`config.mk`:
```
export PLATFORM = sky130hd
export DESIGN_NAME = lrpo_fifo
export DESIGN_NICKNAME = d
export VERILOG_FILES = /design/src/sv/lrpo_pkg.sv /design/src/sv/lrpo_fifo.sv
export SDC_FILE = /design/constraint.sdc
export NUM_CORES = 1
export LEC_CHECK = 0
export CORE_AREA = 4 4 106 108
export DETAILED_ROUTE_END_ITERATION = 12
export DIE_AREA = 0 0 110 112
export DONT_BUFFER_PORTS = 1
export PLACE_DENSITY = 0.87
export SYNTH_ARGS = -nofsm -noshare
export SYNTH_HDL_FRONTEND = slang
export SYNTH_SLANG_ARGS = --single-unit
export TNS_END_PERCENT = 5
```
`constraint.sdc`:
```
create_clock -name i_clk -period 10.3 [get_ports i_clk]
set_input_delay 1.03 -clock i_clk [delete_from_list [all_inputs] [get_ports i_clk]]
set_output_delay 1.03 -clock i_clk [all_outputs]
set_load 0.03 [all_outputs]
```
`src/sv/lrpo_pkg.sv`:
```
// shared types, constants and helper functions of the linf / ridge proximal unit
package lrpo_pkg;

    localparam int FRAC_BITS   = 16;
    localparam int IW2_BITS    = 52;
    localparam int T_SHIFT     = IW2_BITS - 2 * FRAC_BITS;
    localparam int MAX_LEN_DEF = 64;
    localparam int IDX_MAX_W   = 10;
    localparam int CNT_MAX_W   = 11;
    localparam int FIFO_DEPTH  = 2;
    localparam int DIV_NW      = 82;
    localparam int DIV_DW      = 64;
    localparam int CFG_IDX_W   = 4;
    localparam int OUT_IDX_W   = 6;

    localparam logic [CFG_IDX_W-1:0] REG_MODE   = CFG_IDX_W'(0);
    localparam logic [CFG_IDX_W-1:0] REG_LAMBDA = CFG_IDX_W'(1);

    localparam logic [31:0] LAMBDA_RST = 32'd65536;
    localparam logic [62:0] SUM_CAP    = 63'd1 << 62;
    localparam logic [62:0] T_CAP      = 63'd1 << 62;
    localparam logic [62:0] TJ_LIM     = (63'd1 << 48) - 63'd1;
    localparam logic [32:0] M_CAP      = 33'd1 << 32;

    typedef enum logic [2:0] {
        CMD_HOLD  = 3'b001,
        CMD_RIDGE = 3'b010,
        CMD_VEC   = 3'b100
    } t_cmd_kind;

    typedef struct packed {
        t_cmd_kind              kind;
        logic                   store_en;
        logic                   last;
        logic [IDX_MAX_W-1:0]   pos;
        logic [CNT_MAX_W-1:0]   count;
        logic [31:0]            x;
        logic [31:0]            w;
    } t_cmd;

    function automatic logic [31:0] mag32(input logic [31:0] v);
        mag32 = v[31] ? (32'd0 - v) : v;
    endfunction

    function automatic logic [31:0] apply_sign(input logic neg, input logic [31:0] m);
        apply_sign = neg ? (32'd0 - m) : m;
    endfunction

endpackage

```
`src/sv/lrpo_fifo.sv`:
```
// short command queue between front and back
module lrpo_fifo (
    input  logic          i_clk,
    input  logic          i_rst_n,
    input  logic          i_push,
    input  lrpo_pkg::t_cmd i_cmd,
    output logic          o_full,
    input  logic          i_pop,
    output lrpo_pkg::t_cmd o_cmd,
    output logic          o_empty
);
    import lrpo_pkg::*;

    localparam int AW = (FIFO_DEPTH > 1) ? $clog2(FIFO_DEPTH) : 1;

    t_cmd        r_mem [FIFO_DEPTH];
    logic [AW-1:0] r_wp;
    logic [AW-1:0] r_rp;
    logic [AW:0]   r_cnt;
    logic [AW-1:0] n_wp;
    logic [AW-1:0] n_rp;

    assign o_full  = r_cnt == (AW+1)'(FIFO_DEPTH);
    assign o_empty = r_cnt == '0;
    assign o_cmd   = r_mem[r_rp];

    always_comb begin
        n_wp = (r_wp == AW'(FIFO_DEPTH - 1)) ? '0 : r_wp + AW'(1);
        n_rp = (r_rp == AW'(FIFO_DEPTH - 1)) ? '0 : r_rp + AW'(1);
    end

    always_ff @(posedge i_clk) begin
        if (i_push) begin
            r_mem[r_wp] <= i_cmd;
        end
    end

    always_ff @(posedge i_clk) begin
        if (!i_rst_n) begin
            r_wp  <= '0;
            r_rp  <= '0;
            r_cnt <= '0;
        end else begin
            if (i_push) begin
                r_wp <= n_wp;
            end
            if (i_pop) begin
                r_rp <= n_rp;
            end
            if (i_push && !i_pop) begin
                r_cnt <= r_cnt + (AW+1)'(1);
            end else if (i_pop && !i_push) begin
                r_cnt <= r_cnt - (AW+1)'(1);
            end
        end
    end

endmodule

```
; ---- Word-level counts from Yosys, hierarchy flattened
; Memories as Yosys holds them, arrays and structs flattened. A register that Yosys moved wholly into a read port is not among the register bits.
; Cells that the tools add are included.
[totals]
reg_bits = 4
n_memories = 1
input_bits = 94
wordCells = 23
mem_bits_rw = 180
[classes]
addsub = 4
n_eq_ne = 1
n_mux = 8
reduce_logical = 6
[mem_list]
columns = name, depth, word_bits, rd, rd_ports_with_merged_regs, write_ports, line_no
row1 = r_mem, 2, 90, 1, 1, 1, lrpo_fifo.sv:16  ; t_cmd r_mem [FIFO_DEPTH];
[ops]
columns = cell, n
row1 = 2-to-1 mux 1 bit, 6
row2 = 2-to-1 mux 2 bit, 2
row3 = "adder 1 bit, second input constant", 2
row4 = "adder 2 x 1 -> 2 bit, second input constant", 1
row5 = "== test 2 bit, second input constant", 1
row6 = logical AND 1 bit, 2
row7 = zero test 1 bit, 2
row8 = zero test 2 bit, 1
row9 = nonzero test 2 bit, 1
row10 = "subtractor 2 x 1 -> 2 bit, second input constant", 1

; ---- Depth between registers and ports, before layout
[logic_depth]
ltp_word = 4
mapped_depth = 5

; ---- Worst setup path before layout
; No wires, ideal clock.
[synth_path]
kind = input -> register
startpoint = input port i_push
endpoint = memory r_mem[0][0] in the netlist's numbering (enable)
setup_time_ns = 0.551
slack_ns = 4.763
path_buffers = 0
arrival_ns = 4.986
stages = 1
required_time_ns = 9.749
path_cell_list = nor2b_1
[synth_via]
elab_chain_len = 2
[synth_lines]
columns = element, line_no
row1 = from (decl), lrpo_fifo.sv:5  ; input logic i_push,
row2 = 2-to-1 mux 1 bit, lrpo_fifo.sv:33  ; if (i_push) begin
row3 = 2-to-1 mux 1 bit (not written as such), lrpo_fifo.sv:34  ; r_mem[r_wp] <= i_cmd;
row4 = to (decl), lrpo_fifo.sv:16
; No other way between the ends.

==> metrics.md <==
| Metric | Value |
|---|---|
| Dpl ws | 7.42 ns |
| Die height | between 100 and 150 um |
| Startpoint types | flip-flop |
| Synth top area share | 80.1% |
| Reg2Reg Depth | 2 |
| Routed len/inst | 22.8 um |
| Status | complete, no violations |
| Lkg Pwr | 2.47 nW |
| Gr ovfl total | 0 |
| Reg-to-reg startpoint | r_wp |
| Fraction of the yosys area taken by sequential cells | about four fifths |
| Initial antenna violation count | 0 |
| Largest net degree at the start of global routing | 91 |
| Pwr Total | 1.75 mW |
| Synth area leaders | edfxtp_1 80%, mux2_2 15%, buf_6 1.5%, dfxtp_1 1.5%, and2_1 0.37% |
| Yosys Warn Count | 0 |
| Flop-to-flop setup slack | 8.15 ns |
| Post-synthesis cell type count | 17 |
| Cell area after synthesis | 0.00675 sq mm |
| Initial DRC Count | 114 |
| Postcts setup bufs | 0 |
| Crit-path cells | mux2_2 |
| CP max-delay cell | dfxtp_4 |
| Setup_tns | 0 ns |
| Least-Margin Pin Slew | 1.19 ns |
| CTS root buf | clkbuf_8 |
| Pwr/cell area | approximately 230 mW/mm^2 |
| Vias | 2664 |
| Met3 Usage GRT | ~10% |
| Number of global-route vias before repair | 2882 |
| Buffers added on ports | 0 |
| Via-to-Cell Ratio | about 5.8 |
| Setup violators final | 0 |
| Gate count of the mapped netlist | 302 |
| Final Cycle Share | 31.7% |
| Routability cong. | 0.726 |
| Clock tree buffer depth | 2 |
| CP peak stage delay | around 1.1 ns |
| Layout Skew | 0.00658 ns |
| # resized after CTS | 0 |
| CTS Sinks | around 190 |
| Final net count | just over 400 |
| Starting density of the core | 65.9% |
| Worst Path Required | 9.27 ns |
| Buf/Inv on CP | 0 |
| H-tree Lvls | 4 |
| Hold Path End | r_cnt[1] |
| Area leader, netlist | edfxtp_1 |
| Worst rel slew slack | between 20% and 30% |
| Final HPWL DP | about 6.7 mm |
| Avg Cell Area, Syn | 22.3 sq um |
| Post-route setup slack | ~7.0 ns |
| Commonest cells after routing, fill and taps aside | 180 x edfxtp_1, 90 x mux2_2, 16 x clkbuf_16 |
| First-pass GRT wire length | approximately 16 mm |
| CP max FO | 90 |
| Met1 Use GR | 18.9% |
| #FFs+latches synth | 185 |
| Hold Fails Final Rpt | 0 |
| Cell family with most CP delay | flip-flops |
| Crit path kind | flip-flop to output pin |
| Commonest non-fill, non-tap cell in the layout | edfxtp_1 |
| Max-cap violations | 0 |
| Data arrival, critical path | 2.23 ns |
| Total CTS buffers | 17 |
| Critical Path End Type | output pin |
| Reg clk slew, reported paths | about 0.06 ns |
| Die Area | between 0.01 and 0.015 sq mm |
| Gr busiest metal | met2 |
| Max Freq | 307 MHz |
| R2R Path End | r_mem[0][27] |
| CTS tree | done |
| Tot GR Track Use | 18.0% |
| Skew-Pair Late Insertion Delay | 0.51 ns |
| Final Max Tran Viols | 0 |
| Mapped Nets | 397 |
| Antenna cell count | 0 |
| Worst vdd ir | 161 uV |
| HP Class | flip-flop to flip-flop |
| Hold buffer count at cts | 0 |
| Layout cell share with drive strength beyond 1 | 38.7% |
| Post-Route WL | around 11 mm |
| Chip width | 110 um |
| Antenna-violating nets left | 0 |
| Core Region | 0.0102 sq mm |
| Pre-antenna DRT Iters | 4 |
| RSZ-0062 raised after global routing | no |
| HP Start | r_cnt[1] |
| Final min period | 3.26 ns |
| Detailed-route DRC error count | 0 |
| GR Util met2 | 30.2% |
| Row count | 37 |
| Hold Path Depth | 2 |
| Area Growth Syn to Fin | 11.1% |
| Core Util, Final | 73.3% |
| Io pins | 186 |
==> power breakdown <==
group          internal, mW  switching [mW]  total (mW)
Combinational        0.0447           0.114       0.159
Clock                 0.445           0.258       0.703
Sequential            0.870          0.0223       0.893
==> logic make-up after synthesis <==
logic type | count (synthesis) | share of synthesized area (%)
mux | 90 | 15.0
fa+ha+maj | 1 | 0.185
flops | 185 | 81.6
buf+inv | 11 | 1.67
xor+xnor | 3 | 0.390
simple gates | 9 | 0.835
compound gates | 3 | 0.297
==> cell type report <==
cell class	count	area (sq um)
clock inverter	15	244
fill	586	2740
inverter	1	3.75
timing repair buffer	2	15.0
multi-input combinational	106	1140
clock buffer	17	414
tap	136	170
sequential	185	5510
==> worst reg2reg max path, cell delays in order, from the launching register on <==
cell and delay (ns):
dfxtp_1 0.34, nor2b_4 0.56, buf_4 0.81
==> sequential cells by signal (all words and copies together) (netlist names), named ones only <==
name	count
r_cnt	2
r_rp	1
r_mem	180
r_wp	1
==> Yosys cell counts <==
| cell type | number |
|---|---|
| o21a_1 | 1 |
| and2b_2 | 1 |
| and2_1 | 4 |
| dfxtp_1 | 5 |
| xnor2_1 | 1 |
| edfxtp_1 | 180 |
| buf_6 | 9 |
| or3_1 | 1 |
| a21boi_1 | 1 |
| nor2b_1 | 2 |
| buf_4 | 1 |
| ha_1 | 1 |
| nor2_1 | 1 |
| inv_1 | 1 |
| xor2_1 | 2 |
| o21ai_0 | 1 |
| mux2_2 | 90 |
==> worst max path at each step <==
stage                    from            to  cells after the start
global route        flip-flop     o_cmd[64]                      1
detailed placement     i_push  r_mem[0][13]                      2
finish              flip-flop     o_cmd[59]                      1
floorplan              i_push   r_mem[0][0]                      1
CTS                 flip-flop     o_cmd[59]                      1
global placement       i_push  r_mem[0][20]                      2
==> routing by layer <==
layer	wire length (um)	vias up
met5	0	-
met4	68	0
met3	1180	8
met2	5640	119
met1	3670	1322
li1	-	1215
==> per-stage QoR <==
step                hold WS, ns  instance area, sq um  std cells
finish                    0.529                  7490        462
global route              0.555                  7490        462
CTS                       0.525                  7490        462
detailed placement        0.517                  6840        430
global placement          0.481                  6840        430
floorplan                 0.466                  6750        302
(Power assumes the default switching activity.)
