### src/sv/lrpo_pkg.sv
// shared types, constants and helper functions of the linf / ridge proximal unit
package lrpo_pkg;

    localparam int FRAC_BITS   = 16;
    localparam int IW2_BITS    = 52;
    localparam int T_SHIFT     = IW2_BITS - 2 * FRAC_BITS;
    localparam int MAX_LEN_DEF = 64;
    localparam int IDX_MAX_W   = 10;
    localparam int CNT_MAX_W   = 11;
    localparam int FIFO_DEPTH  = 2;
    localparam int DIV_NW      = 82;
    localparam int DIV_DW      = 64;
    localparam int CFG_IDX_W   = 4;
    localparam int OUT_IDX_W   = 6;

    localparam logic [CFG_IDX_W-1:0] REG_MODE   = CFG_IDX_W'(0);
    localparam logic [CFG_IDX_W-1:0] REG_LAMBDA = CFG_IDX_W'(1);

    localparam logic [31:0] LAMBDA_RST = 32'd65536;
    localparam logic [62:0] SUM_CAP    = 63'd1 << 62;
    localparam logic [62:0] T_CAP      = 63'd1 << 62;
    localparam logic [62:0] TJ_LIM     = (63'd1 << 48) - 63'd1;
    localparam logic [32:0] M_CAP      = 33'd1 << 32;

    typedef enum logic [2:0] {
        CMD_HOLD  = 3'b001,
        CMD_RIDGE = 3'b010,
        CMD_VEC   = 3'b100
    } t_cmd_kind;

    typedef struct packed {
        t_cmd_kind              kind;
        logic                   store_en;
        logic                   last;
        logic [IDX_MAX_W-1:0]   pos;
        logic [CNT_MAX_W-1:0]   count;
        logic [31:0]            x;
        logic [31:0]            w;
    } t_cmd;

    function automatic logic [31:0] mag32(input logic [31:0] v);
        mag32 = v[31] ? (32'd0 - v) : v;
    endfunction

    function automatic logic [31:0] apply_sign(input logic neg, input logic [31:0] m);
        apply_sign = neg ? (32'd0 - m) : m;
    endfunction

endpackage

### src/sv/lrpo_ifs.sv
// stream and configuration interfaces of the linf / ridge proximal unit
interface lrpo_in_if;
    logic               valid;
    logic               ready;
    logic signed [31:0] x_value;
    logic [31:0]        weight;
    logic               last;
    modport source (output valid, x_value, weight, last, input ready);
    modport sink   (input valid, x_value, weight, last, output ready);
endinterface


### src/sv/lrpo_front.sv
// input side: accepts items, counts elements and classifies them into commands
module lrpo_front #(
    parameter int MAX_LEN = lrpo_pkg::MAX_LEN_DEF
) (
    input  logic           i_clk,
    input  logic           i_rst_n,
    lrpo_in_if.sink        i_in,
    input  logic           i_mode,
    input  logic           i_full,
    output logic           o_push,
    output lrpo_pkg::t_cmd o_cmd
);
    import lrpo_pkg::*;

    localparam int CW = $clog2(MAX_LEN + 1);

    logic [CW-1:0] r_cnt;
    logic [CW-1:0] n_cnt;
    logic          w_room;
    logic          w_acc;
    logic [CW-1:0] w_pos;
    logic [CW-1:0] w_after;
    logic [31:0]   w_wcl;

    assign i_in.ready = !i_full;
    assign w_acc      = i_in.valid && !i_full;
    assign w_room     = r_cnt < CW'(MAX_LEN);
    assign w_pos      = w_room ? r_cnt : CW'(MAX_LEN - 1);
    assign w_after    = w_room ? r_cnt + CW'(1) : r_cnt;
    assign w_wcl      = (i_in.weight == 32'd0) ? 32'd1 : i_in.weight;

    always_comb begin
        o_cmd.store_en = w_room;
        o_cmd.last     = i_in.last;
        o_cmd.pos      = IDX_MAX_W'(w_pos);
        o_cmd.count    = CNT_MAX_W'(w_after);
        o_cmd.x        = i_in.x_value;
        o_cmd.w        = w_wcl;
        if (i_mode) begin
            o_cmd.kind = CMD_RIDGE;
        end else if (i_in.last) begin
            o_cmd.kind = CMD_VEC;
        end else begin
            o_cmd.kind = CMD_HOLD;
        end
        n_cnt = i_in.last ? '0 : w_after;
    end

    assign o_push = w_acc;

    always_ff @(posedge i_clk) begin
        if (!i_rst_n) begin
            r_cnt <= '0;
        end else if (w_acc) begin
            r_cnt <= n_cnt;
        end
    end

endmodule

### src/flat_wrapper.sv
// flat-port wrapper written by rule: the top's interface ports become plain ports
module lrpo_front_flat import lrpo_pkg::*;
#(
    parameter int MAX_LEN = lrpo_pkg::MAX_LEN_DEF
)
  (i_clk, i_rst_n, i_mode, i_full, o_push, o_cmd, i_in_valid, i_in_x_value, i_in_weight, i_in_last, i_in_ready);
  lrpo_in_if i_in_i ();
  input  logic i_clk;
  input  logic i_rst_n;
  input  logic i_mode;
  input  logic i_full;
  output logic o_push;
  output lrpo_pkg::t_cmd o_cmd;
  input wire logic [$bits(i_in_i.valid)-1:0] i_in_valid;
  input wire logic [$bits(i_in_i.x_value)-1:0] i_in_x_value;
  input wire logic [$bits(i_in_i.weight)-1:0] i_in_weight;
  input wire logic [$bits(i_in_i.last)-1:0] i_in_last;
  output wire logic [$bits(i_in_i.ready)-1:0] i_in_ready;
  assign i_in_i.valid = i_in_valid;
  assign i_in_i.x_value = i_in_x_value;
  assign i_in_i.weight = i_in_weight;
  assign i_in_i.last = i_in_last;
  assign i_in_ready = i_in_i.ready;
  lrpo_front #(.MAX_LEN(MAX_LEN)) u_core (.i_clk(i_clk), .i_rst_n(i_rst_n), .i_in(i_in_i), .i_mode(i_mode), .i_full(i_full), .o_push(o_push), .o_cmd(o_cmd));
endmodule
### config.mk
export PLATFORM = sky130hd
export DESIGN_NAME = lrpo_front_flat
export DESIGN_NICKNAME = d
export VERILOG_FILES = /design/src/sv/lrpo_pkg.sv /design/src/sv/lrpo_ifs.sv /design/src/sv/lrpo_front.sv /design/src/flat_wrapper.sv
export SDC_FILE = /design/constraint.sdc
export NUM_CORES = 1
export LEC_CHECK = 0
export BUFFER_PORTS_ARGS = -buffer_cell sky130_fd_sc_hd__buf_2
export CAP_MARGIN = 40
export CORE_MARGIN = 3
export CORE_UTILIZATION = 28
export DETAILED_ROUTE_END_ITERATION = 8
export PLACE_DENSITY = 0.88
export RECOVER_POWER = 25
export SYNTH_ARGS = -nofsm -noshare
export SYNTH_HDL_FRONTEND = slang
export SYNTH_SLANG_ARGS = --single-unit
### constraint.sdc
create_clock -name i_clk -period 1.9 [get_ports i_clk]
set_clock_uncertainty 0.15 [all_clocks]
set_input_delay 0.285 -clock i_clk [delete_from_list [all_inputs] [get_ports i_clk]]
set_output_delay 0.285 -clock i_clk [all_outputs]
set_load 0.03 [all_outputs]
After elaboration in Yosys (flattened, before gate mapping) --
Index checks and enable logic that the tools add are counted.
Word-level totals: output and inout port bits 92, bits in registers 7, logic and storage cells 12
Cells by class: reduce and logical (&&, ||, !) cells 3, order comparisons 1, add/subtract/negate cells 1, multiplexer cells 6
Operators by type and width (count):
- $logic_not 32->1 | 1
- $mux 32 | 1
- $mux 7 | 3
- $add 7x1->7 const B | 1
- $lt 7x7->1 const B | 1
- $mux 3 | 2
- $logic_and 1x1->1 | 1
- $logic_not 1->1 | 1

Longest topological paths before layout --
depth in word-level cells 3, depth in mapped cells 6, depth with buffers taken out 5

Least setup slack after synthesis --
No wires, ideal clock.
kind flip-flop to flip-flop, start register u_core.r_cnt[6], end register u_core.r_cnt[4], arrival time 1.504 ns, required time 1.680 ns, slack 0.177 ns, cell stages (with the launch flop) 6, cells stage by stage dfxtp_1 > clkbuf_1 > nand4b_1 > xnor2_1 > nand3b_1 > a21oi_1
RTL lines:
- from (decl) | RTL line lrpo_front.sv:17 | logic [CW-1:0] r_cnt;
- from (signal assigned) | RTL line lrpo_front.sv:55 | r_cnt <= n_cnt;

==> reports/qor.yml <==
place.gp.congestion: 0.805
avgViaCountPerCell: 4.30
synth_area_leaders: "buf_4, dfxtp_1, clkbuf_1, nor4_1, or2_2"
power.density_mw_per_mm2: 470
worstSetupEndpointType: "primary output"
vias: 916
path_cells: "and4b_2 -> nand2_4 -> xnor2_1 -> buf_4"
numPortBuffers: 89
rrSetupSlack_ns: 0.36
yosysTopAreaCellShare: 0.326
arrival_ns: 1.37
clock_power_share: 0.264
worstHoldPathType: "in -> reg"
area_growth_pct: 12.1
syn_area_um2: 990
cellLeakagePower_nw: 0.651
worstPathRequired_ns: 1.46
synth_edf_count: 0
synth_largest_area_cell: "buf_4"
dieArea_mm2: 0.00428
reg_top3: "u_core.r_cnt: 7 flops"
largest_reg_flops: 7
cpMaxStageDelayCell: "dfxtp_2"
setup_viol: 0
wl_mm: 2.72
seq_area_frac_synth: 0.142
worstSetupPathType: "reg -> out"
grt_max_degree: 13
antenna_cells: 0
outcome: "finished clean"
p_int_uw: 296
cts_hold_buf: 0
hold_path_depth: 3
power_frac_comb: 0.449
antenna_found_initial: 0
timing.rr.end: "u_core.r_cnt[5]"
seqPwrFrac: 0.287
p_total_uw: 521
cts-htree-levels: 1
synth_warnings: 0
largest_register: "u_core.r_cnt"
io_pins: 162
holdPathEnd: "u_core.r_cnt[1]"
cts-root-buf: "clkbuf_4"
synth_most_common_cell: "buf_4"
drt_iter0_drc: 10
firstDrtPassIters: 3
cp-start-kind: "register"
cts_tree: "built"
drv_cap: 0
ff2ff_path_depth: 4
cts.path.max_buffers: 2
path_clk_slew_ns: 0.05
track_usage: 0.113
ir_drop_mv: 0.384
crit_path_max_fanout: 12
critPathMaxStageDelay_ns: 0.37
critPathTopFamily: "simple AND/OR/NAND/NOR gates"
synth.avg_cell_area_um2: 6.78
die_h_um: 65.5
cts_made_buffers: 3
final_nets: 242
synth.cells.most_frequent: "buf_4, clkbuf_1, nor4_1"
core_area_mm2: 0.00320
switching_share: 0.431
r2r_start: "u_core.r_cnt[6]"
dieWidth_um: 65.5
report.final.slew_viol_count: 0
dpl.hpwl_mm: 2.32
cts.sinks: 7
yosys_most_used_dff: "dfxtp_1"
synthCells: 146
switchingPower_uw: 225
synth.distinct_cells: 30
async_flop_share: 0
fin_crit_sh: 0.948
first_global_vias: 792
fin_util: 0.346
rows: 20
max_freq_mhz: 555
period_minus_slack_ns: 1.80
grt.overflow.total: 0
grt_pass1_wl_mm: 3.71
crit_buf_inv: 1
wl_per_cell_um: 12.8
start_util: 0.309
hp-start: "i_rst_n"
clk_latency_ns: 0.25
ant_nets: 0
drive_above_1_share: 0.645
finalHoldViolations: 0
remaining_drc_errors: 0
ys_seq_elements: 7
what timing repair did:
| action | CTS | global route |
|---|---|---|
| gates resized for setup | 2 | 9 |
| pin swaps | 0 | 1 |
| endpoints found under the setup margin | 2 | 3 |
| setup buffers | 0 | 0 |
worst max-delay path by stage:
stage	start	to	slack, ns	cells past startpoint
after floorplan	u_core.r_cnt[6]	u_core.r_cnt[4]	0.18	5
after global placement	i_in_weight[24]	o_cmd[0]	0.24	5
after detailed placement	i_in_weight[24]	o_cmd[0]	0.23	5
after CTS	u_core.r_cnt[1]	o_cmd[68]	0.02	4
after global routing	u_core.r_cnt[6]	o_cmd[69]	-0.03	4
final	u_core.r_cnt[6]	o_cmd[69]	0.1	4
cells by family after synthesis:
logic type / share of synthesized area
adder cells (fa/ha/maj): 0.0253
AND/OR/NAND/NOR: 0.212
multiplexers: 0.0114
buffers and inverters: 0.493
AO/OA/AOI/OAI: 0.0771
XOR/XNOR: 0.0354
flip-flops: 0.142
other: 0.00379
routing by layer:
| metal | track usage | vias to the layer above | share of wire |
|---|---|---|---|
| met5 | 0 | - | 0 |
| met4 | 0.0415 | 0 | 0.0095 |
| met3 | 0.0479 | 4 | 0.11 |
| met2 | 0.215 | 66 | 0.54 |
| met1 | 0.106 | 398 | 0.34 |
| li1 | - | 448 | - |
tightest hold or removal path: stages:
cell and delay [ns]:
buf_2 0.07, inv_1 0.10, nor2_1 0.11
cell type report:
class | instances | area, µm²
Multi-Input combinational cell | 61 | 399
Sequential cell | 7 | 145
Inverter | 7 | 26.3
Clock buffer | 4 | 26.3
Tap cell | 44 | 55.1
Fill cell | 350 | 2090
Timing Repair Buffer | 90 | 458
placed cells by master (no fill, tap or decap), types with 2 or more instances in the layout:
cell type and instances:
dfxtp_1 3, buf_2 87, clkbuf_4 3, nor2_1 6
nor4_1 8, nand2b_1 2, o21ai_0 2, a22oi_1 3
nand4_1 2, buf_4 3, or2_2 5, nor3_1 2
a21oi_1 5, dfxtp_2 4, inv_1 7, conb_1 8
xnor2_1 2
power by group through the flow:
stage	sequential (mW)	combinational, mW	clock (mW)
after floorplan	0.152	0.301	0
after global placement	0.152	0.233	0
after detailed placement	0.152	0.234	0
after CTS	0.149	0.235	0.147
after global routing	0.150	0.248	0.150
final	0.150	0.234	0.138
stage by stage:
stage	worst slack, ns	hold WS (ns)	std cells	instance area, µm²	setup TNS [ns]
2_1_floorplan	0.177	0.315	153	1020	0
3_3_place_gp	0.238	0.340	209	1060	0
3_5_place_dp	0.227	0.348	209	1060	0
4_1_cts	0.0228	0.196	213	1090	0
5_1_grt	-0.0262	0.224	213	1110	-0.0262
6_report	0.0986	0.205	213	1110	0
(Power assumes the default switching activity.)
